--- src/fed_pkg.sv ---
`timescale 1ns / 1ps

package fed_pkg;

    // Sample format and ring size
    localparam int SAMPLE_BITS = 16;
    localparam int RING_DEPTH  = 65536;
    localparam int RING_AW     = $clog2(RING_DEPTH);

    // Register field widths
    localparam int GAIN_W     = 15;
    localparam int DELAY_W    = 15;
    localparam int CHAN_W     = 2;
    localparam int THR_W      = 31;
    localparam int CFG_DATA_W = 31;
    localparam int CFG_IDX_W  = 2;

    // Ring length arithmetic: (delay + 1) doubled for two channels
    localparam int RAW_LEN_W = DELAY_W + 2;
    localparam int LEN_W     = (RAW_LEN_W > RING_AW + 1) ? RAW_LEN_W : RING_AW + 1;

    // Feedback product and level sum
    localparam int PROD_W     = GAIN_W + 1 + SAMPLE_BITS;
    localparam int ROUND_BIAS = 1 << (GAIN_W - 1);
    localparam int SUM_W      = RING_AW + SAMPLE_BITS;
    localparam int CMP_W      = (SUM_W > THR_W) ? SUM_W : THR_W;

    // Pipeline and result buffer
    localparam int PIPE_STAGES = 3;
    localparam int INFL_W      = $clog2(PIPE_STAGES + 1);
    localparam int FIFO_DEPTH  = 8;
    localparam int FIFO_AW     = $clog2(FIFO_DEPTH);
    localparam int CNT_W       = FIFO_AW + 1;
    localparam int OCC_W       = FIFO_AW + 2;

    typedef logic signed [SAMPLE_BITS-1:0] sample_t;
    typedef logic [RING_AW-1:0]            addr_t;
    typedef logic [LEN_W-1:0]              len_t;

    typedef enum logic [CFG_IDX_W-1:0] {
        CFG_FEEDBACK_GAIN  = 2'd0,
        CFG_DELAY_FRAMES   = 2'd1,
        CFG_CHANNEL_COUNT  = 2'd2,
        CFG_TAIL_THRESHOLD = 2'd3
    } cfg_reg_t;

    localparam logic [GAIN_W-1:0]  GAIN_RST  = 15'd26214;
    localparam logic [DELAY_W-1:0] DELAY_RST = 15'd20000;
    localparam logic [CHAN_W-1:0]  CHAN_RST  = 2'd1;
    localparam logic [THR_W-1:0]   THR_RST   = 31'd6554;

    typedef struct packed {
        logic [GAIN_W-1:0]  gain;
        logic [DELAY_W-1:0] delay;
        logic [CHAN_W-1:0]  chan;
        logic [THR_W-1:0]   thr;
    } cfg_t;

    // Request entering the datapath, with its two ring addresses
    typedef struct packed {
        logic    valid;
        addr_t   wp;
        addr_t   rd;
        sample_t x;
    } req_t;

    typedef struct packed {
        logic    we;
        addr_t   addr;
        sample_t data;
    } wr_t;

    typedef struct packed {
        logic  clr_busy;
        addr_t wp;
        len_t  len;
    } ring_status_t;

    typedef struct packed {
        sample_t out_sample;
        logic    tail;
    } result_t;

    // Clamp a value carrying two guard bits to the sample range
    function automatic sample_t sat_sample(input logic signed [SAMPLE_BITS+1:0] v);
        sample_t r;
        if ((v[SAMPLE_BITS+1:SAMPLE_BITS-1] == 3'b000) ||
            (v[SAMPLE_BITS+1:SAMPLE_BITS-1] == 3'b111))
        begin
            r = v[SAMPLE_BITS-1:0];
        end
        else if (v[SAMPLE_BITS+1])
        begin
            r = {1'b1, {(SAMPLE_BITS-1){1'b0}}};
        end
        else
        begin
            r = {1'b0, {(SAMPLE_BITS-1){1'b1}}};
        end
        return r;
    endfunction

endpackage

--- src/fed_cfg_regs.sv ---
`timescale 1ns / 1ps

module fed_cfg_regs (
    input  logic                              clk,
    input  logic                              rst_n,
    input  logic                              cfg_we,
    input  logic [fed_pkg::CFG_IDX_W-1:0]     cfg_index,
    input  logic [fed_pkg::CFG_DATA_W-1:0]    cfg_data,
    output fed_pkg::cfg_t                     cfg
);

    fed_pkg::cfg_t cfg_reg;

    always_ff @(posedge clk or negedge rst_n)
    begin
        if (!rst_n)
        begin
            cfg_reg.gain  <= fed_pkg::GAIN_RST;
            cfg_reg.delay <= fed_pkg::DELAY_RST;
            cfg_reg.chan  <= fed_pkg::CHAN_RST;
            cfg_reg.thr   <= fed_pkg::THR_RST;
        end
        else if (cfg_we)
        begin
            unique case (fed_pkg::cfg_reg_t'(cfg_index))
                fed_pkg::CFG_FEEDBACK_GAIN:
                    cfg_reg.gain <= cfg_data[fed_pkg::GAIN_W-1:0];
                fed_pkg::CFG_DELAY_FRAMES:
                    cfg_reg.delay <= cfg_data[fed_pkg::DELAY_W-1:0];
                fed_pkg::CFG_CHANNEL_COUNT:
                    cfg_reg.chan <= cfg_data[fed_pkg::CHAN_W-1:0];
                fed_pkg::CFG_TAIL_THRESHOLD:
                    cfg_reg.thr <= cfg_data[fed_pkg::THR_W-1:0];
                default:
                    cfg_reg <= cfg_reg;
            endcase
        end
    end

    assign cfg = cfg_reg;

endmodule

--- config.mk ---
export PLATFORM = sky130hd
export DESIGN_NAME = fed_cfg_regs
export DESIGN_NICKNAME = d
export VERILOG_FILES = /design/src/fed_pkg.sv /design/src/fed_cfg_regs.sv
export SDC_FILE = /design/constraint.sdc
export NUM_CORES = 1
export LEC_CHECK = 0
export BUFFER_PORTS_ARGS = -buffer_cell sky130_fd_sc_hd__buf_2
export CAP_MARGIN = 20
export CORE_MARGIN = 8
export CORE_UTILIZATION = 51
export CTS_CLUSTER_SIZE = 8
export DETAILED_ROUTE_END_ITERATION = 8
export PLACE_DENSITY = 0.94
export SYNTH_ARGS = -nofsm -noshare
export SYNTH_HDL_FRONTEND = slang
export SYNTH_SLANG_ARGS = --single-unit
--- constraint.sdc ---
create_clock -name clk -period 1.4 [get_ports clk]
set_clock_uncertainty 0.1 [all_clocks]
set_input_delay 0.21 -clock clk [delete_from_list [all_inputs] [get_ports clk]]
set_output_delay 0.21 -clock clk [all_outputs]
set_load 0.03 [all_outputs]
==> metrics <==
Max Freq between 700 and 800 MHz; post-DR wirelength/cell roughly 18 µm; Syn Inst Count roughly 140; Synth warnings 0; crit path launch cfg[31]$_DFFE_PN1P_; GRT Util Overall between 15 and 20%; Fin. Hold Viols 0; Final setup viols 0; via/cell ratio about 5.2; IO Port Bufs 98; mapped cell area 0.00239 mm²; pin count of the biggest net entering global routing 32; Core Area 0.00463 mm²; Post-CTS Repair Setup Buffers 0; startpoint types flop; CP arrival 1.07 ns; Post-Syn Nets around 170; crit path capture type primary output; die area 0.00713 mm²; critical setup path kind reg -> out; Critical Path RT ~1.1 ns; initial antenna violation count 0; cell family with most CP delay flip-flops; Critical path buffers and inverters 1; GR Layer Usage met3 ~8.7%; post-synth top area share about 44%; Hold Crit Start cfg_data[23]; routed vias ~1,600; hold crit path type in -> reg; min Tclk post-route ~1.4 ns; row count 25; total CTS buffers 9; r2r setup slk 0.52 ns; die height about 84 µm; GRT met1 Usage between 15 and 20%; ANT nets after route 0; most common cell after layout, fill and taps aside buf_2; post-placement setup slack around 0.078 ns; max cap viols 0; Area contributors post-synth dfrtp_1, mux2_2, dfstp_2; sequential area share after synthesis 67.1%; flop and latch count out of synthesis 63; Skew-Pair Late Insertion Delay around 0.33 ns; Slew Limit Fails 0; Crit-path slowest cell dfstp_2; io pins 99; critical path, cell by cell buf_2; Die W approximately 84 µm; gr busiest metal met2; relative slew slack 71.3%; detailed-route DRC error count 0; max reg flops 63; Initial Utilization around 52%; Detailed Place HPWL about 4.1 mm; initial detailed-routing violation count between 80 and 90; Mean Syn Cell Area about 18 µm²; n_diodes 0; final worst slack roughly 0.023 ns; first-pass GRT wire length ~9.1 mm; Leak Pwr 1.57 nW; status completed; CP peak stage delay ~0.54 ns; GPL Wtd Cong 0.685; Max clock buf depth 2; final wirelength 5.48 mm; power consumption between 5 and 6 mW; crit share post-route 98.3%; CTS tree built; root buf cell clkbuf_8; setup TNS 0 ns; Worst-Margin Slew approximately 0.43 ns; fin nets ~290; PD cells between 1500 and 2000 mW/mm²; vias in the first global route around 1,900; r2r startpoint cfg[30]$_DFFE_PN0P_; Worst Path Max Fanout 2; GRT overflow 0; distinct cell type count after synthesis 10; DR pass1 iterations 5; Clock Sinks between 60 and 70; clock-pin slew on the worst setup and hold paths around 0.07 ns; worst hold margin 0.0109 ns; layout cells sized above 1 roughly four fifths; H-tree level count 3; layout overhead on the synthesized area 38.8%; commonest non-fill, non-tap cells in the layout buf_2, mux2_2, dfrtp_1, dfstp_2, clkbuf_8; Layout fillers ~310; peak supply drop roughly 0.0009 V; grt met2 use between 20% and 30%; post-layout util between 70% and 80%; post-synth top area cell dfrtp_1
-- what timing repair did --
action,4_1_cts,5_1_grt
endpoints found under the hold margin,15,0
gates resized for setup,0,5
hold buffers,8,0
endpoints found under the setup margin,0,4
-- cell type report --
class / count / area (µm²) / share of cell area [%]
sequential: 63 / 1600 / 48.3
tap: 54 / 67.6 / 2.04
clock inverter: 6 / 85.1 / 2.57
clock buffer: 10 / 128 / 3.85
timing repair buffer: 111 / 681 / 20.5
multi-input combinational: 67 / 752 / 22.7
-- metrics by stage --
step | std cells | cell area [µm²]
floorplan | 135 | 2390
global placement | 287 | 3010
detailed placement | 287 | 3010
CTS | 311 | 3310
global route | 311 | 3320
finish | 311 | 3320
-- path summary, 6_finish.rpt --
kind / cells after the start / endpoint
max: 1 / cfg[31]
min: 2 / cfg[23]$_DFFE_PN0P_
max reg2reg: 1 / cfg[30]$_DFFE_PN0P_
min reg2reg: 1 / cfg[16]$_DFFE_PN0P_
max in group asynchronous: 3 / cfg[47]$_DFFE_PN1P_
min in group asynchronous: 2 / cfg[37]$_DFFE_PN0P_
-- cells in the mapped netlist --
| cell | n |
|---|---|
| buf_4 | 1 |
| dfrtp_1 | 42 |
| nand3_1 | 1 |
| nand3b_2 | 1 |
| buf_2 | 3 |
| mux2_2 | 63 |
| nand3b_1 | 1 |
| nor3b_4 | 1 |
| buf_6 | 1 |
| dfstp_2 | 21 |
-- kinds of logic (layout without fill, tap and decap cells) --
family        Yosys count  in the layout  share of synthesized area (%)
buf+inv                 5            127                           1.41
flops                  63             63                           67.1
mux                    63             63                           29.7
simple gates            4              4                           1.78
-- power breakdown --
group	switching, mW	leakage (nW)	internal [mW]
sequential	0.174	0.718	2.25
combinational	1.06	0.755	0.590
clock	0.673	0.102	0.995
total	1.91	1.57	3.84
-- routing by layer --
layer,part of all wire (%),up-vias
met2,50,74
li1,-,720
met3,12,8
met5,0,-
met1,37,803
met4,1.7,0
Note: power is estimated with default switching activity, not from simulation.
