`src/fed_pkg.sv`:
```
`timescale 1ns / 1ps

package fed_pkg;

    // Sample format and ring size
    localparam int SAMPLE_BITS = 16;
    localparam int RING_DEPTH  = 65536;
    localparam int RING_AW     = $clog2(RING_DEPTH);

    // Register field widths
    localparam int GAIN_W     = 15;
    localparam int DELAY_W    = 15;
    localparam int CHAN_W     = 2;
    localparam int THR_W      = 31;
    localparam int CFG_DATA_W = 31;
    localparam int CFG_IDX_W  = 2;

    // Ring length arithmetic: (delay + 1) doubled for two channels
    localparam int RAW_LEN_W = DELAY_W + 2;
    localparam int LEN_W     = (RAW_LEN_W > RING_AW + 1) ? RAW_LEN_W : RING_AW + 1;

    // Feedback product and level sum
    localparam int PROD_W     = GAIN_W + 1 + SAMPLE_BITS;
    localparam int ROUND_BIAS = 1 << (GAIN_W - 1);
    localparam int SUM_W      = RING_AW + SAMPLE_BITS;
    localparam int CMP_W      = (SUM_W > THR_W) ? SUM_W : THR_W;

    // Pipeline and result buffer
    localparam int PIPE_STAGES = 3;
    localparam int INFL_W      = $clog2(PIPE_STAGES + 1);
    localparam int FIFO_DEPTH  = 8;
    localparam int FIFO_AW     = $clog2(FIFO_DEPTH);
    localparam int CNT_W       = FIFO_AW + 1;
    localparam int OCC_W       = FIFO_AW + 2;

    typedef logic signed [SAMPLE_BITS-1:0] sample_t;
    typedef logic [RING_AW-1:0]            addr_t;
    typedef logic [LEN_W-1:0]              len_t;

    typedef enum logic [CFG_IDX_W-1:0] {
        CFG_FEEDBACK_GAIN  = 2'd0,
        CFG_DELAY_FRAMES   = 2'd1,
        CFG_CHANNEL_COUNT  = 2'd2,
        CFG_TAIL_THRESHOLD = 2'd3
    } cfg_reg_t;

    localparam logic [GAIN_W-1:0]  GAIN_RST  = 15'd26214;
    localparam logic [DELAY_W-1:0] DELAY_RST = 15'd20000;
    localparam logic [CHAN_W-1:0]  CHAN_RST  = 2'd1;
    localparam logic [THR_W-1:0]   THR_RST   = 31'd6554;

    typedef struct packed {
        logic [GAIN_W-1:0]  gain;
        logic [DELAY_W-1:0] delay;
        logic [CHAN_W-1:0]  chan;
        logic [THR_W-1:0]   thr;
    } cfg_t;

    // Request entering the datapath, with its two ring addresses
    typedef struct packed {
        logic    valid;
        addr_t   wp;
        addr_t   rd;
        sample_t x;
    } req_t;

    typedef struct packed {
        logic    we;
        addr_t   addr;
        sample_t data;
    } wr_t;

    typedef struct packed {
        logic  clr_busy;
        addr_t wp;
        len_t  len;
    } ring_status_t;

    typedef struct packed {
        sample_t out_sample;
        logic    tail;
    } result_t;

    // Clamp a value carrying two guard bits to the sample range
    function automatic sample_t sat_sample(input logic signed [SAMPLE_BITS+1:0] v);
        sample_t r;
        if ((v[SAMPLE_BITS+1:SAMPLE_BITS-1] == 3'b000) ||
            (v[SAMPLE_BITS+1:SAMPLE_BITS-1] == 3'b111))
        begin
            r = v[SAMPLE_BITS-1:0];
        end
        else if (v[SAMPLE_BITS+1])
        begin
            r = {1'b1, {(SAMPLE_BITS-1){1'b0}}};
        end
        else
        begin
            r = {1'b0, {(SAMPLE_BITS-1){1'b1}}};
        end
        return r;
    endfunction

endpackage

```
`src/fed_datapath.sv`:
```
`timescale 1ns / 1ps

module fed_datapath (
    input  logic                          clk,
    input  logic                          rst_n,
    input  fed_pkg::cfg_t                 cfg,
    input  fed_pkg::req_t                 req,
    input  fed_pkg::sample_t              rd_word,
    input  fed_pkg::sample_t              wp_word,
    output fed_pkg::wr_t                  wr,
    output logic                          res_valid,
    output fed_pkg::result_t              res,
    output logic [fed_pkg::INFL_W-1:0]    inflight
);

    localparam int SB = fed_pkg::SAMPLE_BITS;

    // Stage 1: ring words arrive from memory
    logic             s1_valid_reg;
    fed_pkg::addr_t   s1_wp_reg;
    fed_pkg::addr_t   s1_rd_reg;
    fed_pkg::sample_t s1_x_reg;

    // Write performed at the last edge, not yet seen by a same-edge read
    logic             wl_valid_reg;
    fed_pkg::addr_t   wl_addr_reg;
    fed_pkg::sample_t wl_data_reg;

    // Stage 2: ring write
    logic             s2_valid_reg;
    fed_pkg::addr_t   s2_wp_reg;
    fed_pkg::sample_t s2_w_reg;
    fed_pkg::sample_t s2_old_reg;
    fed_pkg::sample_t s2_out_reg;

    // Stage 3: level sum update
    logic                   s3_valid_reg;
    fed_pkg::sample_t       s3_out_reg;
    logic signed [SB:0]     s3_delta_reg;

    logic [fed_pkg::SUM_W-1:0] level_reg;
    logic [fed_pkg::SUM_W-1:0] level_next;

    fed_pkg::sample_t                  d;
    fed_pkg::sample_t                  old;
    logic signed [fed_pkg::PROD_W-1:0] prod;
    logic signed [fed_pkg::PROD_W-1:0] prod_rnd;
    logic signed [SB:0]                scaled;
    fed_pkg::sample_t                  w_next;
    fed_pkg::sample_t                  out_next;
    logic [SB-1:0]                     mag_w;
    logic [SB-1:0]                     mag_old;
    logic signed [SB:0]                delta_next;
    logic                              tail;

    // Forward writes still in flight over the memory words
    always_comb
    begin
        priority if (s2_valid_reg && (s2_wp_reg == s1_rd_reg))
        begin
            d = s2_w_reg;
        end
        else if (wl_valid_reg && (wl_addr_reg == s1_rd_reg))
        begin
            d = wl_data_reg;
        end
        else
        begin
            d = rd_word;
        end

        priority if (s2_valid_reg && (s2_wp_reg == s1_wp_reg))
        begin
            old = s2_w_reg;
        end
        else if (wl_valid_reg && (wl_addr_reg == s1_wp_reg))
        begin
            old = wl_data_reg;
        end
        else
        begin
            old = wp_word;
        end
    end

    // Feedback: round(gain * d / 2^15), ties up, then add and clamp
    always_comb
    begin
        prod     = $signed({1'b0, cfg.gain}) * d;
        prod_rnd = prod + fed_pkg::PROD_W'(fed_pkg::ROUND_BIAS);
        scaled   = prod_rnd[fed_pkg::PROD_W-1:fed_pkg::GAIN_W];
        w_next   = fed_pkg::sat_sample($signed({{2{s1_x_reg[SB-1]}}, s1_x_reg}) +
                                       $signed({scaled[SB], scaled}));
        out_next = fed_pkg::sat_sample($signed({{2{s1_x_reg[SB-1]}}, s1_x_reg}) +
                                       $signed({{2{d[SB-1]}}, d}));
    end

    always_comb
    begin
        mag_w      = s2_w_reg[SB-1] ? SB'(~s2_w_reg + 1'b1) : s2_w_reg;
        mag_old    = s2_old_reg[SB-1] ? SB'(~s2_old_reg + 1'b1) : s2_old_reg;
        delta_next = $signed({1'b0, mag_w}) - $signed({1'b0, mag_old});
    end

    always_comb
    begin
        level_next = level_reg +
                     {{(fed_pkg::SUM_W-SB-1){s3_delta_reg[SB]}}, s3_delta_reg};
        tail       = fed_pkg::CMP_W'(level_next) > fed_pkg::CMP_W'(cfg.thr);
    end

    always_ff @(posedge clk or negedge rst_n)
    begin
        if (!rst_n)
        begin
            s1_valid_reg <= 1'b0;
            s2_valid_reg <= 1'b0;
            s3_valid_reg <= 1'b0;
            wl_valid_reg <= 1'b0;
            level_reg    <= '0;
        end
        else
        begin
            s1_valid_reg <= req.valid;
            s2_valid_reg <= s1_valid_reg;
            s3_valid_reg <= s2_valid_reg;
            wl_valid_reg <= s2_valid_reg;
            if (s3_valid_reg)
            begin
                level_reg <= level_next;
            end
        end
    end

    always_ff @(posedge clk)
    begin
        s1_wp_reg    <= req.wp;
        s1_rd_reg    <= req.rd;
        s1_x_reg     <= req.x;
        s2_wp_reg    <= s1_wp_reg;
        s2_w_reg     <= w_next;
        s2_old_reg   <= old;
        s2_out_reg   <= out_next;
        s3_out_reg   <= s2_out_reg;
        s3_delta_reg <= delta_next;
        wl_addr_reg  <= s2_wp_reg;
        wl_data_reg  <= s2_w_reg;
    end

    assign wr        = '{we: s2_valid_reg, addr: s2_wp_reg, data: s2_w_reg};
    assign res_valid = s3_valid_reg;
    assign res       = '{out_sample: s3_out_reg, tail: tail};
    assign inflight  = fed_pkg::INFL_W'(s1_valid_reg) + fed_pkg::INFL_W'(s2_valid_reg) +
                       fed_pkg::INFL_W'(s3_valid_reg);

endmodule

```
`config.mk`:
```
export PLATFORM = sky130hd
export DESIGN_NAME = fed_datapath
export DESIGN_NICKNAME = d
export VERILOG_FILES = /design/src/fed_pkg.sv /design/src/fed_datapath.sv
export SDC_FILE = /design/constraint.sdc
export NUM_CORES = 1
export LEC_CHECK = 0
export ABC_CLOCK_PERIOD_IN_PS = 24300
export BUFFER_PORTS_ARGS = -buffer_cell sky130_fd_sc_hd__buf_2
export CAP_MARGIN = 30
export CORE_ASPECT_RATIO = 1.1
export CORE_MARGIN = 5
export CORE_UTILIZATION = 35
export CTS_CLUSTER_DIAMETER = 200
export CTS_CLUSTER_SIZE = 20
export DETAILED_ROUTE_END_ITERATION = 16
export PLACE_DENSITY = 0.51
export SLEW_MARGIN = 20
export SYNTH_ARGS = -nofsm -noshare
export SYNTH_HDL_FRONTEND = slang
export SYNTH_SLANG_ARGS = --single-unit
```
`constraint.sdc`:
```
create_clock -name clk -period 24.3 [get_ports clk]
set_input_delay 2.43 -clock clk [delete_from_list [all_inputs] [get_ports clk]]
set_output_delay 2.43 -clock clk [all_outputs]
set_load 0.005 [all_outputs]
```
==> results.md <==
- Status: complete, no violations
- Synth Register Bits: 212
- DR vias: 14600
- Post-Synthesis Cells: 2086
- Root Buffer: clkbuf_16
- GP Congestion: 0.856
- Max-slew violation count: 0
- Final Hold Fails: 0
- Max-cap violations: 0
- Crit path largest cell delay: 0.77 ns
- Final Skew: 0.0253 ns
- Syn avg cell area: 9.22 um^2
- Clock Sinks: 212
- RSZ-0062 raised after global routing: no
- Most common cell on crit path: fa_1
- Detailed Place HPWL: 42.4 mm
- Share of layout cells above drive strength 1: 12.5%
- Synth-to-Final Area Change: 11.7%
- Hold_buf cts: 0
- Largest net degree at the start of global routing: 37
- CTS resizes: 0
- Largest register FFs: 32
- Area of the multi-input gates: 0.0135 mm^2
- Cell Area, Synth: 0.0192 mm^2
- CTS Buf Count: 14
- GRT Util Overall: 17.3%
- Synth Flop Type: dfxtp_1
- Slew @ Worst Pin: 0.927 ns
- YS warnings: 0
- Fillcell total: 5556
- Clock latency on the worst-skew pair: 0.50 ns
- Worst Path Arrival: 11.47 ns
- Setup TNS: 0 ns
- Final WL: 53.0 mm
- Initial DRC count: 618
- Post-route ant nets: 0
- Seq/Total Area, Yosys: 23.0%
- Yosys cell types: 64
- Buffers on Ports: 181
- Startpoint Class: primary input
- Postcts setup bufs: 0
- Vias in the first global route: 15300
- Initial cell density of the core: 35.2%
- H-tree Lvls: 1
- # setup viols final: 0
- Share of flip-flops with an asynchronous set or reset: 16.5%
- Crit path capture type: flop
- DIE HEIGHT: 256 um
- Die Area: 0.0598 mm^2
- Core ar.: 0.0546 mm^2
- Global-route wire length before repair: 82.4 mm
- DRT Pass-1 Iters: 5
- Post-route minimum period: 11.05 ns
- Die X-Extent: 234 um
- Crit path max fanout: 15
- Nets: 2814
- EDFF count, synth: 0
- Crit path kind: in2reg
- DRC Markers: 0
- Worst slew margin: 37.9%
- Period utilization: 45.5%
- Total congestion overflow: 0
- I/O pins: 199
- Sequential cell area: 0.00442 mm^2
- Clock tree buffer depth: 3
- Critical path's slowest cell: a31oi_1
- Initial antenna violation count: 5
- HP Class: reg2reg
- DR WL/cell: 17.7 um
- Syn_nets: 2647
- Via density: 4.87
- Achievable Freq: 90.5 MHz
- Cell Rows: 90
- CTS tree: built
- Clk slew on worst S/H paths: 0.10 ns
- WP data required: 24.72 ns
[metal layers]
| metal | global-route usage [%] | vias up | part of all wire (%) |
|---|---|---|---|
| met5 | 0 | - | 0.040 |
| met4 | 4.80 | 4 | 3.1 |
| met3 | 1.95 | 79 | 3.8 |
| met2 | 31.0 | 285 | 50 |
| met1 | 22.1 | 7097 | 43 |
| li1 | - | 7147 | - |
[stage by stage]
stage / worst slack [ns] / cell area, um^2 / hold slack (ns) / instances / util, %
finish: 13.25 / 21500 / 0.332 / 2998 / 39.3
global route: 12.68 / 21500 / 0.336 / 2998 / 39.3
CTS: 12.97 / 21400 / 0.332 / 2992 / 39.3
detailed placement: 12.47 / 21000 / 0.314 / 2970 / 38.5
global placement: 12.55 / 21000 / 0.315 / 2970 / 38.5
floorplan: 13.88 / 19200 / 0.310 / 2086 / -
[worst max-delay path: cells and delay by family]
| family | cells | cell delay (ns) |
|---|---|---|
| adder cells (fa/ha/maj) | 8 | 3.53 |
| XOR/XNOR | 1 | 0.13 |
| AND/OR/NAND/NOR | 3 | 0.35 |
| buffers and inverters | 6 | 0.82 |
| AO/OA/AOI/OAI | 17 | 4.22 |
[synth_stat cells, drive strengths merged (14+ instances only)]
master  count  area share [%]
nand2b     18            0.59
and2      102             3.3
nand2     207             4.0
xnor2     119             5.4
inv       305             6.0
nand4      21            0.68
nor3       24            0.65
o21a       30             1.2
o21ai      66             1.7
dfrtp      35             4.6
mux2i      16            0.83
fa        185              19
a21o       54             2.1
ha        230              15
mux2       29             1.7
or2        14            0.46
a31oi      26            0.96
o21bai     14            0.55
nor2       83             1.6
a21oi      87             2.3
clkbuf     53             1.0
nand3      21            0.55
xor2       55             2.5
dfxtp     177              18
nor2b      18            0.59
[cell families after synthesis]
logic type	share of synthesized area, %
and+or+nand+nor	14.0
adders and majority gates	34.2
buffers and inverters	7.08
AOI/OAI and AO/OA	11.3
DFF	23.0
xor gates and xnor gates	7.92
muxes	2.53
[path summary, 6_finish.rpt]
| kind | start | endpoint | slack (ns) | cells past startpoint |
|---|---|---|---|---|
| setup / recovery | rd_word[2] | s2_w_reg[1]$_DFF_P_ | 13.25 | 35 |
| hold / removal | s2_out_reg[2]$_DFF_P_ | s3_out_reg[2]$_DFF_P_ | 0.33 | 0 |
| setup reg to reg | wl_addr_reg[12]$_DFF_P_ | s2_w_reg[1]$_DFF_P_ | 13.50 | 37 |
| hold reg to reg | s2_out_reg[2]$_DFF_P_ | s3_out_reg[2]$_DFF_P_ | 0.33 | 0 |
| max in group asynchronous | rst_n | level_reg[31]$_DFFE_PN0P_ | 22.01 | 2 |
| min in group asynchronous | rst_n | s2_valid_reg$_DFF_PN0_ | 1.81 | 1 |
[layout make-up]
class                      count  area share [%]
multi-input combinational   1513            62.8
clock buffer                  20            1.74
clock inverter                 2           0.116
sequential                   212            20.6
timing repair buffer         207            5.17
tap                          736            4.29
inverter                     305            5.33
antenna                        3          0.0349
[cells in the final DEF (no fill, tap or decap), drive strengths merged, types with 30 or more instances in the layout]
cell,synthesis,layout
o21a,30,30
inv,305,306
nor2,83,83
a21oi,87,87
xnor2,119,119
dfxtp,177,177
dfrtp,35,35
xor2,55,55
ha,230,230
buf,3,206
fa,185,185
and2,102,102
o21ai,66,66
nand2,207,207
a21o,54,54
Power is left out: the tool's default activity adds up to more than one toggle a clock period on the data nets, which glitch-free logic cannot reach.
