### src/fed_pkg.sv
`timescale 1ns / 1ps

package fed_pkg;

    // Sample format and ring size
    localparam int SAMPLE_BITS = 16;
    localparam int RING_DEPTH  = 65536;
    localparam int RING_AW     = $clog2(RING_DEPTH);

    // Register field widths
    localparam int GAIN_W     = 15;
    localparam int DELAY_W    = 15;
    localparam int CHAN_W     = 2;
    localparam int THR_W      = 31;
    localparam int CFG_DATA_W = 31;
    localparam int CFG_IDX_W  = 2;

    // Ring length arithmetic: (delay + 1) doubled for two channels
    localparam int RAW_LEN_W = DELAY_W + 2;
    localparam int LEN_W     = (RAW_LEN_W > RING_AW + 1) ? RAW_LEN_W : RING_AW + 1;

    // Feedback product and level sum
    localparam int PROD_W     = GAIN_W + 1 + SAMPLE_BITS;
    localparam int ROUND_BIAS = 1 << (GAIN_W - 1);
    localparam int SUM_W      = RING_AW + SAMPLE_BITS;
    localparam int CMP_W      = (SUM_W > THR_W) ? SUM_W : THR_W;

    // Pipeline and result buffer
    localparam int PIPE_STAGES = 3;
    localparam int INFL_W      = $clog2(PIPE_STAGES + 1);
    localparam int FIFO_DEPTH  = 8;
    localparam int FIFO_AW     = $clog2(FIFO_DEPTH);
    localparam int CNT_W       = FIFO_AW + 1;
    localparam int OCC_W       = FIFO_AW + 2;

    typedef logic signed [SAMPLE_BITS-1:0] sample_t;
    typedef logic [RING_AW-1:0]            addr_t;
    typedef logic [LEN_W-1:0]              len_t;

    typedef enum logic [CFG_IDX_W-1:0] {
        CFG_FEEDBACK_GAIN  = 2'd0,
        CFG_DELAY_FRAMES   = 2'd1,
        CFG_CHANNEL_COUNT  = 2'd2,
        CFG_TAIL_THRESHOLD = 2'd3
    } cfg_reg_t;

    localparam logic [GAIN_W-1:0]  GAIN_RST  = 15'd26214;
    localparam logic [DELAY_W-1:0] DELAY_RST = 15'd20000;
    localparam logic [CHAN_W-1:0]  CHAN_RST  = 2'd1;
    localparam logic [THR_W-1:0]   THR_RST   = 31'd6554;

    typedef struct packed {
        logic [GAIN_W-1:0]  gain;
        logic [DELAY_W-1:0] delay;
        logic [CHAN_W-1:0]  chan;
        logic [THR_W-1:0]   thr;
    } cfg_t;

    // Request entering the datapath, with its two ring addresses
    typedef struct packed {
        logic    valid;
        addr_t   wp;
        addr_t   rd;
        sample_t x;
    } req_t;

    typedef struct packed {
        logic    we;
        addr_t   addr;
        sample_t data;
    } wr_t;

    typedef struct packed {
        logic  clr_busy;
        addr_t wp;
        len_t  len;
    } ring_status_t;

    typedef struct packed {
        sample_t out_sample;
        logic    tail;
    } result_t;

    // Clamp a value carrying two guard bits to the sample range
    function automatic sample_t sat_sample(input logic signed [SAMPLE_BITS+1:0] v);
        sample_t r;
        if ((v[SAMPLE_BITS+1:SAMPLE_BITS-1] == 3'b000) ||
            (v[SAMPLE_BITS+1:SAMPLE_BITS-1] == 3'b111))
        begin
            r = v[SAMPLE_BITS-1:0];
        end
        else if (v[SAMPLE_BITS+1])
        begin
            r = {1'b1, {(SAMPLE_BITS-1){1'b0}}};
        end
        else
        begin
            r = {1'b0, {(SAMPLE_BITS-1){1'b1}}};
        end
        return r;
    endfunction

endpackage

### src/fed_result_fifo.sv
`timescale 1ns / 1ps

module fed_result_fifo (
    input  logic                        clk,
    input  logic                        rst_n,
    input  logic                        push,
    input  fed_pkg::result_t            push_data,
    input  logic                        pop,
    output fed_pkg::result_t            head,
    output logic [fed_pkg::CNT_W-1:0]   count
);

    fed_pkg::result_t                 fifo_reg [fed_pkg::FIFO_DEPTH];
    logic [fed_pkg::FIFO_AW-1:0]      wr_ptr_reg;
    logic [fed_pkg::FIFO_AW-1:0]      rd_ptr_reg;
    logic [fed_pkg::CNT_W-1:0]        count_reg;
    logic [fed_pkg::CNT_W-1:0]        count_next;

    always_comb
    begin
        count_next = count_reg + fed_pkg::CNT_W'(push) - fed_pkg::CNT_W'(pop);
    end

    always_ff @(posedge clk or negedge rst_n)
    begin
        if (!rst_n)
        begin
            wr_ptr_reg <= '0;
            rd_ptr_reg <= '0;
            count_reg  <= '0;
        end
        else
        begin
            if (push)
            begin
                wr_ptr_reg <= wr_ptr_reg + 1'b1;
            end
            if (pop)
            begin
                rd_ptr_reg <= rd_ptr_reg + 1'b1;
            end
            count_reg <= count_next;
        end
    end

    always_ff @(posedge clk)
    begin
        if (push)
        begin
            fifo_reg[wr_ptr_reg] <= push_data;
        end
    end

    assign head  = fifo_reg[rd_ptr_reg];
    assign count = count_reg;

endmodule

### config.mk
export PLATFORM = sky130hd
export DESIGN_NAME = fed_result_fifo
export DESIGN_NICKNAME = d
export VERILOG_FILES = /design/src/fed_pkg.sv /design/src/fed_result_fifo.sv
export SDC_FILE = /design/constraint.sdc
export NUM_CORES = 1
export LEC_CHECK = 0
export ABC_AREA = 1
export ABC_CLOCK_PERIOD_IN_PS = 4400
export BUFFER_PORTS_ARGS = -buffer_cell sky130_fd_sc_hd__clkbuf_2
export CAP_MARGIN = 20
export CELL_PAD_IN_SITES_DETAIL_PLACEMENT = 0
export CELL_PAD_IN_SITES_GLOBAL_PLACEMENT = 2
export CORE_MARGIN = 3
export CORE_UTILIZATION = 42
export DETAILED_ROUTE_END_ITERATION = 7
export GPL_ROUTABILITY_DRIVEN = 0
export GPL_TIMING_DRIVEN = 0
export PLACE_DENSITY_LB_ADDON = 0.1
export SYNTH_ARGS = -nofsm -noshare
export SYNTH_HDL_FRONTEND = slang
export SYNTH_SLANG_ARGS = --single-unit
### constraint.sdc
create_clock -name clk -period 4.4 [get_ports clk]
set_input_delay 0 -clock clk [delete_from_list [all_inputs] [get_ports clk]]
set_output_delay 0 -clock clk [all_outputs]
set_load 0.05 [all_outputs]
==> impl_metrics.json, run 1 <==
{
  "grt_usage_pct": 19.3,
  "synth_area_um2": 6470,
  "cp.depth": 7,
  "synth_seq_area_share_pct": 67.0,
  "crit_start": "rd_ptr_reg[1]",
  "required_ns": 4.40,
  "grt_first_pass_wirelength_um": 23400,
  "post-route-min-period_ns": 2.27,
  "start_util_pct": 43.7,
  "yosys_warnings": 0,
  "tightest_slew_ns": 0.718,
  "drtIter0Drc": 355,
  "synthesis.instances": 649,
  "via_count": 4319,
  "pwr-share-comb_pct": 42.9,
  "synth-seq-cells": 146,
  "fin_area_um2": 7830,
  "yosysUniqueCellTypes": 20,
  "swShare_pct": 42.2,
  "cts_resized": 0,
  "largest_reg_flops": 136,
  "cpMaxStageDelayCell": "clkbuf_1",
  "root_buffer": "clkbuf_16",
  "clockPowerShare_pct": 25.2,
  "rr_startpoint": "wr_ptr_reg[0]",
  "slew_viol_final": 0,
  "power_mw": 5.53,
  "reg2regPathDepth": 3,
  "synthSimpleGateAreaFrac_pct": 19.4,
  "rsz0062_at_grt": "no",
  "finalSetupViolations": 0,
  "clk_pin_slew_worst_paths_ns": 0.06,
  "synth-xor-area-share_pct": 0.812,
  "crit_arrival_ns": 2.27,
  "dp_slack_ns": 2.50,
  "worstPathBufferInverterCount": 3,
  "drt-wirelength-per-cell_um": 16.3,
  "ir_drop_uv": 397,
  "fp.dieH_um": 130,
  "dr.pass1.iters": 5,
  "placementRows": 44,
  "ctsHoldBuffers": 21,
  "synth_top_family_by_area": "simple AND/OR/NAND/NOR gates",
  "end_kind": "output port",
  "clock-sinks": 146,
  "clk-insertion-delay-late_ns": 0.42,
  "syn_nets": 677,
  "cts_made_buffers": 17,
  "max_stage_delay_ns": 0.57,
  "ctsHtreeMaxLevel": 4,
  "grt_overflow": 0,
  "synthMuxAreaShare_pct": 0,
  "finish.net_count": 766,
  "postCtsSetupBuffers": 0,
  "crit_path_max_fanout": 10,
  "cp_cell_sequence": "buf_4, clkbuf_1, nand3_1, nand2_1, nand2_1, nand2_1, clkbuf_2",
  "pin_count": 42,
  "slew_headroom_pct": 52.1,
  "timing.fmax_mhz": 441,
  "tns_ns": 0,
  "power_frac_seq_pct": 31.9,
  "placed_cell_area_um2": 7050,
  "max_cap_violations": 0,
  "crit_family": "buffers and inverters",
  "internal-power_mw": 3.20,
  "timing.final.ws_setup_ns": 2.13,
  "finalCritPeriodShare_pct": 51.5,
  "antenna_found_initial": 0,
  "hold_path.class": "in -> reg",
  "synth_fa_ha_area_share_pct": 1.47,
  "grt_max_degree": 17,
  "path_common_cell": "nand2_1",
  "clock_skew_ns": 0.0119,
  "hold_viol_final": 0,
  "synth_compound_area_share_pct": 0.232,
  "regToRegSetupSlack_ns": 2.52,
  "p_per_area_nw_per_um2": 706,
  "num_antenna_cells": 0,
  "outcome": "finished, final reports clean",
  "areaGrowthSynthToFinish_pct": 21.0,
  "grt_pass1_vias": 4248,
  "syn_avg_cell_area_um2": 9.97,
  "drive_gt1_share_pct": 14.3,
  "drc_errors": 0,
  "die_w_um": 130,
  "io_buffers": 41,
  "cts_max_path_buffers": 2,
  "cts_tree": "yes",
  "dieArea_um2": 16900,
  "r2r-end": "fifo_reg[0][6]",
  "setup.worst_path.end": "head[13]",
  "core_um2": 14800,
  "leakagePower_nw": 3.68,
  "path_class": "reg -> out",
  "p_sw_mw": 2.33,
  "ant_nets": 0,
  "wl_um": 15200,
  "start_kind": "flop",
  "vias_per_cell": 4.62,
  "hpwl_um": 10100
}
[cell usage after synthesis (all sizes together)]
master  count  area share, %
nor2        8           0.46
xor2        4           0.54
nand2     233             14
inv       150            8.7
clkinv      1          0.058
ha          6            1.2
edfxtp    136             63
buf        22            2.2
a21oi       1          0.077
clkbuf      3           0.17
fa          1           0.31
or2         1          0.097
dfrtp      10            3.9
xnor2       2           0.27
o21ai       2           0.15
nand3      69            5.3
[worst min-delay path by stage]
stage               startpoint       endpoint  slack (ns)  depth (start not counted)
global route               pop  rd_ptr_reg[0]        0.40                          3
finish                     pop  rd_ptr_reg[0]        0.38                          3
detailed placement       rst_n       count[3]       -0.12                          1
global placement         rst_n       count[2]       -0.12                          1
CTS                        pop  rd_ptr_reg[0]        0.36                          3
floorplan                rst_n       count[0]       -0.30                          0
[per-layer routing]
metal / vias up / share of wire, % / GRT usage [%]
li1: 2187 / - / -
met1: 2028 / 46 / 24.7
met2: 85 / 49 / 32.3
met3: 19 / 3.5 / 3.93
met4: 0 / 1.6 / 7.95
met5: - / 0 / 0
[cell usage in the layout (no fill, tap or decap)]
cell type	n
a21oi_1	1
buf_1	1
buf_2	14
buf_4	3
buf_6	4
buf_8	8
bufinv_16	3
clkbuf_1	4
clkbuf_16	17
clkbuf_2	41
clkinv_1	5
clkinv_2	3
clkinv_4	1
clkinvlp_4	2
dfrtp_1	10
dlygate4sd3_1	21
edfxtp_1	136
fa_1	1
ha_1	6
inv_1	148
inv_2	2
nand2_1	233
nand3_1	69
nor2_2	8
o21ai_0	2
or2_2	1
xnor2_1	2
xor2_1	4
[cell families (layout without fill, tap and decap cells)]
logic type	Yosys count	in the layout
AND/OR/NAND/NOR	311	311
buffers and inverters	176	277
flip-flops	146	146
adder cells (fa/ha/maj)	7	7
XOR/XNOR	6	6
AO/OA/AOI/OAI	3	3
[final cells by class]
class	count	area, um^2
sequential	146	4330
multi-input combinational	327	1440
timing repair buffer	70	536
clock buffer	18	429
inverter	151	567
clock inverter	13	144
fill	1301	6980
buffer	25	153
tap	184	230
[power groups by stage]
stage | registers [mW] | logic (mW) | clock network, mW
global route | 1.78 | 2.61 | 1.48
global placement | 1.79 | 2.33 | 0
floorplan | 1.85 | 1.60 | 0
CTS | 1.76 | 2.41 | 1.42
detailed placement | 1.79 | 2.39 | 0
finish | 1.76 | 2.38 | 1.39
[worst min-delay path, cell delays in order]
cell,delay [ns]
dlygate4sd3_1,0.52
clkbuf_2,0.16
xor2_1,0.07
[metrics by stage]
step	hold WS [ns]	cells	utilization, %
2_1_floorplan	-0.296	649	-
3_3_place_gp	-0.120	874	46.6
3_5_place_dp	-0.116	882	47.6
4_1_cts	0.362	934	52.9
5_1_grt	0.402	934	52.9
6_report	0.376	934	52.9
Power figures use the tool's default switching activity.
==> inputs of run 2 (changes only) <==
--- a/config.mk
+++ b/config.mk
@@ -5,14 +5,14 @@
 export SDC_FILE = /design/constraint.sdc
 export NUM_CORES = 1
 export LEC_CHECK = 0
-export ABC_AREA = 1
-export ABC_CLOCK_PERIOD_IN_PS = 4400
+export ABC_AREA = 0
+export ABC_CLOCK_PERIOD_IN_PS = 2200
 export BUFFER_PORTS_ARGS = -buffer_cell sky130_fd_sc_hd__clkbuf_2
 export CAP_MARGIN = 20
 export CELL_PAD_IN_SITES_DETAIL_PLACEMENT = 0
 export CELL_PAD_IN_SITES_GLOBAL_PLACEMENT = 2
 export CORE_MARGIN = 3
-export CORE_UTILIZATION = 42
+export CORE_UTILIZATION = 45
 export DETAILED_ROUTE_END_ITERATION = 7
 export GPL_ROUTABILITY_DRIVEN = 0
 export GPL_TIMING_DRIVEN = 0
==> constraint.sdc (replaced) <==
create_clock -name clk -period 2.2 [get_ports clk]
set_input_delay 0 -clock clk [delete_from_list [all_inputs] [get_ports clk]]
set_output_delay 0 -clock clk [all_outputs]
set_load 0.05 [all_outputs]
==> impl_metrics.json, run 2 <==
{
  "num-fill-cells": 910,
  "required_ns": 2.20,
  "drc_errors": 0,
  "wl_met3_um": 354,
  "synth_top_family_by_area": "multiplexers",
  "io_buffers": 41,
  "synth_area_um2": 5740,
  "dr.pass1.iters": 4,
  "cts_made_buffers": 17,
  "netlist.area_leader.share_pct": 71.2,
  "async_flop_share_pct": 6.85,
  "synthMostInstantiatedCell": "edfxtp_1",
  "die_w_um": 119,
  "finalCritPeriodShare_pct": 97.5,
  "antenna_found_initial": 0,
  "cp_cell_sequence": "buf_8, buf_12, mux4_1, mux2_2, clkbuf_8",
  "synth_fa_ha_area_share_pct": 1.66,
  "worstPathBufferInverterCount": 3,
  "outcome": "finished, final reports clean",
  "synth_area_leaders": "edfxtp_1, mux4_1, dfrtp_1",
  "placed_cell_area_um2": 6310,
  "tns_ns": 0,
  "drtIter0Drc": 188,
  "grt_first_pass_wirelength_um": 16800,
  "timing.final.ws_setup_ns": 0.0542,
  "grt_max_degree": 17,
  "synth-xor-area-share_pct": 1.07,
  "via_count": 2647,
  "yosysUniqueCellTypes": 20,
  "start_kind": "flop",
  "dieArea_um2": 14100,
  "synthSimpleGateAreaFrac_pct": 1.16,
  "ys.flop_type": "edfxtp_1",
  "synth.largest_area_cell": "edfxtp_1",
  "crit_path_max_fanout": 10,
  "core_um2": 12200,
  "synth-seq-cells": 146,
  "syn_avg_cell_area_um2": 23.2,
  "path_class": "reg -> out",
  "fp.dieH_um": 119,
  "crit_arrival_ns": 2.15,
  "grt_pass1_vias": 2876,
  "grt_overflow": 0,
  "ant_nets": 0,
  "post-route-min-period_ns": 2.15,
  "hpwl_um": 6830,
  "synthMuxAreaShare_pct": 18.7,
  "synth_seq_area_share_pct": 75.6,
  "cpMaxStageDelayCell": "mux4_1",
  "timing.fmax_mhz": 466,
  "drive_gt1_share_pct": 36.5,
  "yosys_warnings": 0,
  "drt-wirelength-per-cell_um": 20.5,
  "reg2regPathDepth": 3,
  "regToRegSetupSlack_ns": 0.37,
  "placementRows": 40,
  "final_common_cell": "edfxtp_1",
  "holdWs_ns": 0.367,
  "finalCoreUtilization_pct": 59.0,
  "vias_per_cell": 5.08,
  "highest_layer": "met4",
  "pin_count": 42,
  "end_kind": "output port",
  "holdCritStartpoint": "pop",
  "hold_path.class": "in -> reg",
  "finalSetupViolations": 0,
  "cts_max_path_buffers": 2,
  "rsz0062_at_grt": "no",
  "largest_reg_flops": 136,
  "max_cap_violations": 0,
  "num_antenna_cells": 0,
  "wl_um": 10700,
  "hold_viol_final": 0,
  "finish.net_count": 368,
  "crit_family": "multiplexers",
  "slew_viol_final": 0,
  "synth_compound_area_share_pct": 0.218,
  "yosys-top-cells-count": "edfxtp_1, mux4_1, mux2_2",
  "rr_startpoint": "wr_ptr_reg[1]",
  "clock-sinks": 146,
  "areaGrowthSynthToFinish_pct": 25.6,
  "clk-insertion-delay-late_ns": 0.42,
  "grt_usage_pct": 16.6,
  "ir_drop_uv": 1040,
  "cp.depth": 5,
  "start_util_pct": 47.0,
  "layout_common_cells": "edfxtp_1, clkbuf_2, mux4_1, dlygate4sd3_1, mux2_2",
  "leakagePower_nw": 2.57,
  "hold_depth": 3,
  "synthesis.instances": 247,
  "cts_tree": "yes",
  "ctsHtreeMaxLevel": 4,
  "fin_area_um2": 7200,
  "p_per_area_nw_per_um2": 1470,
  "root_buffer": "clkbuf_16",
  "dp_slack_ns": 0.0848,
  "clk_pin_slew_worst_paths_ns": 0.06,
  "clock_skew_ns": 0.00743,
  "max_stage_delay_ns": 0.57,
  "wl_met2_um": 5270,
  "r2r-end": "fifo_reg[0][6]",
  "met1Wirelength_um": 4940,
  "tightest_slew_ns": 0.823,
  "synth_enable_flop_cells": 136,
  "syn_nets": 275,
  "hold_end": "rd_ptr_reg[0]",
  "slew_headroom_pct": 44.9
}
-- run 2: logic make-up (layout without fill, tap and decap cells) --
| group | count (synthesis) | in the layout |
|---|---|---|
| AOI/OAI and AO/OA | 2 | 2 |
| buffers and inverters | 17 | 123 |
| xor gates and xnor gates | 7 | 7 |
| adders and majority gates | 7 | 7 |
| muxes | 53 | 53 |
| DFF | 146 | 146 |
| and+or+nand+nor | 15 | 15 |
-- run 2: report_power, final --
part           internal [mW]  total [mW]  switching, mW
Combinational           1.72        4.14           2.42
Sequential              3.53        3.68          0.156
Clock                   1.75        2.77           1.02
-- run 2: layer usage --
layer	GRT usage (%)	vias up
met1	22.5	1371
met4	6.52	0
met2	25.8	48
met3	4.80	9
li1	-	1219
met5	0	-
-- run 2: repair_timing --
action / 4_1_cts / 5_1_grt
setup endpoints to repair: 17 / 15
hold buffers: 21 / 0
setup buffers: 2 / 0
resized for setup: 25 / 17
endpoints found under the hold margin: 153 / 0
-- run 2: worst max-delay path by stage --
| stage | start | end | slack, ns |
|---|---|---|---|
| 4_1_cts | rd_ptr_reg[0] | head[14] | 0.0001 |
| 5_1_grt | rd_ptr_reg[0] | head[4] | 0.0003 |
| 3_3_place_gp | wr_ptr_reg[1] | fifo_reg[0][6] | -1.41 |
| 3_5_place_dp | rd_ptr_reg[2] | head[7] | 0.08 |
| 2_1_floorplan | wr_ptr_reg[1] | fifo_reg[0][0] | 0.01 |
| 6_report | rd_ptr_reg[0] | head[13] | 0.05 |
-- run 2: worst register-to-register path, cell delays in order (launching register included) --
cell,delay [ns]
dfrtp_1,0.40
nand2b_1,0.24
nor3_2,0.66
buf_6,0.24
-- run 2: layout make-up --
cell class,instances,area (um^2),area share (%)
multi-input cells,84,1330,18.4
plain buffers,10,113,1.56
flip-flops and latches,146,4330,60.2
clock buffers,18,429,5.96
repair buffers,74,621,8.61
clock inverters,14,145,2.01
well taps,168,210,2.92
inverters,7,26.3,0.365
-- run 2: per-stage QoR --
step / power (mW) / std cells
CTS: 10.7 / 521
global placement: 7.44 / 456
global route: 11.1 / 521
detailed placement: 7.60 / 466
floorplan: 6.56 / 247
finish: 10.6 / 521
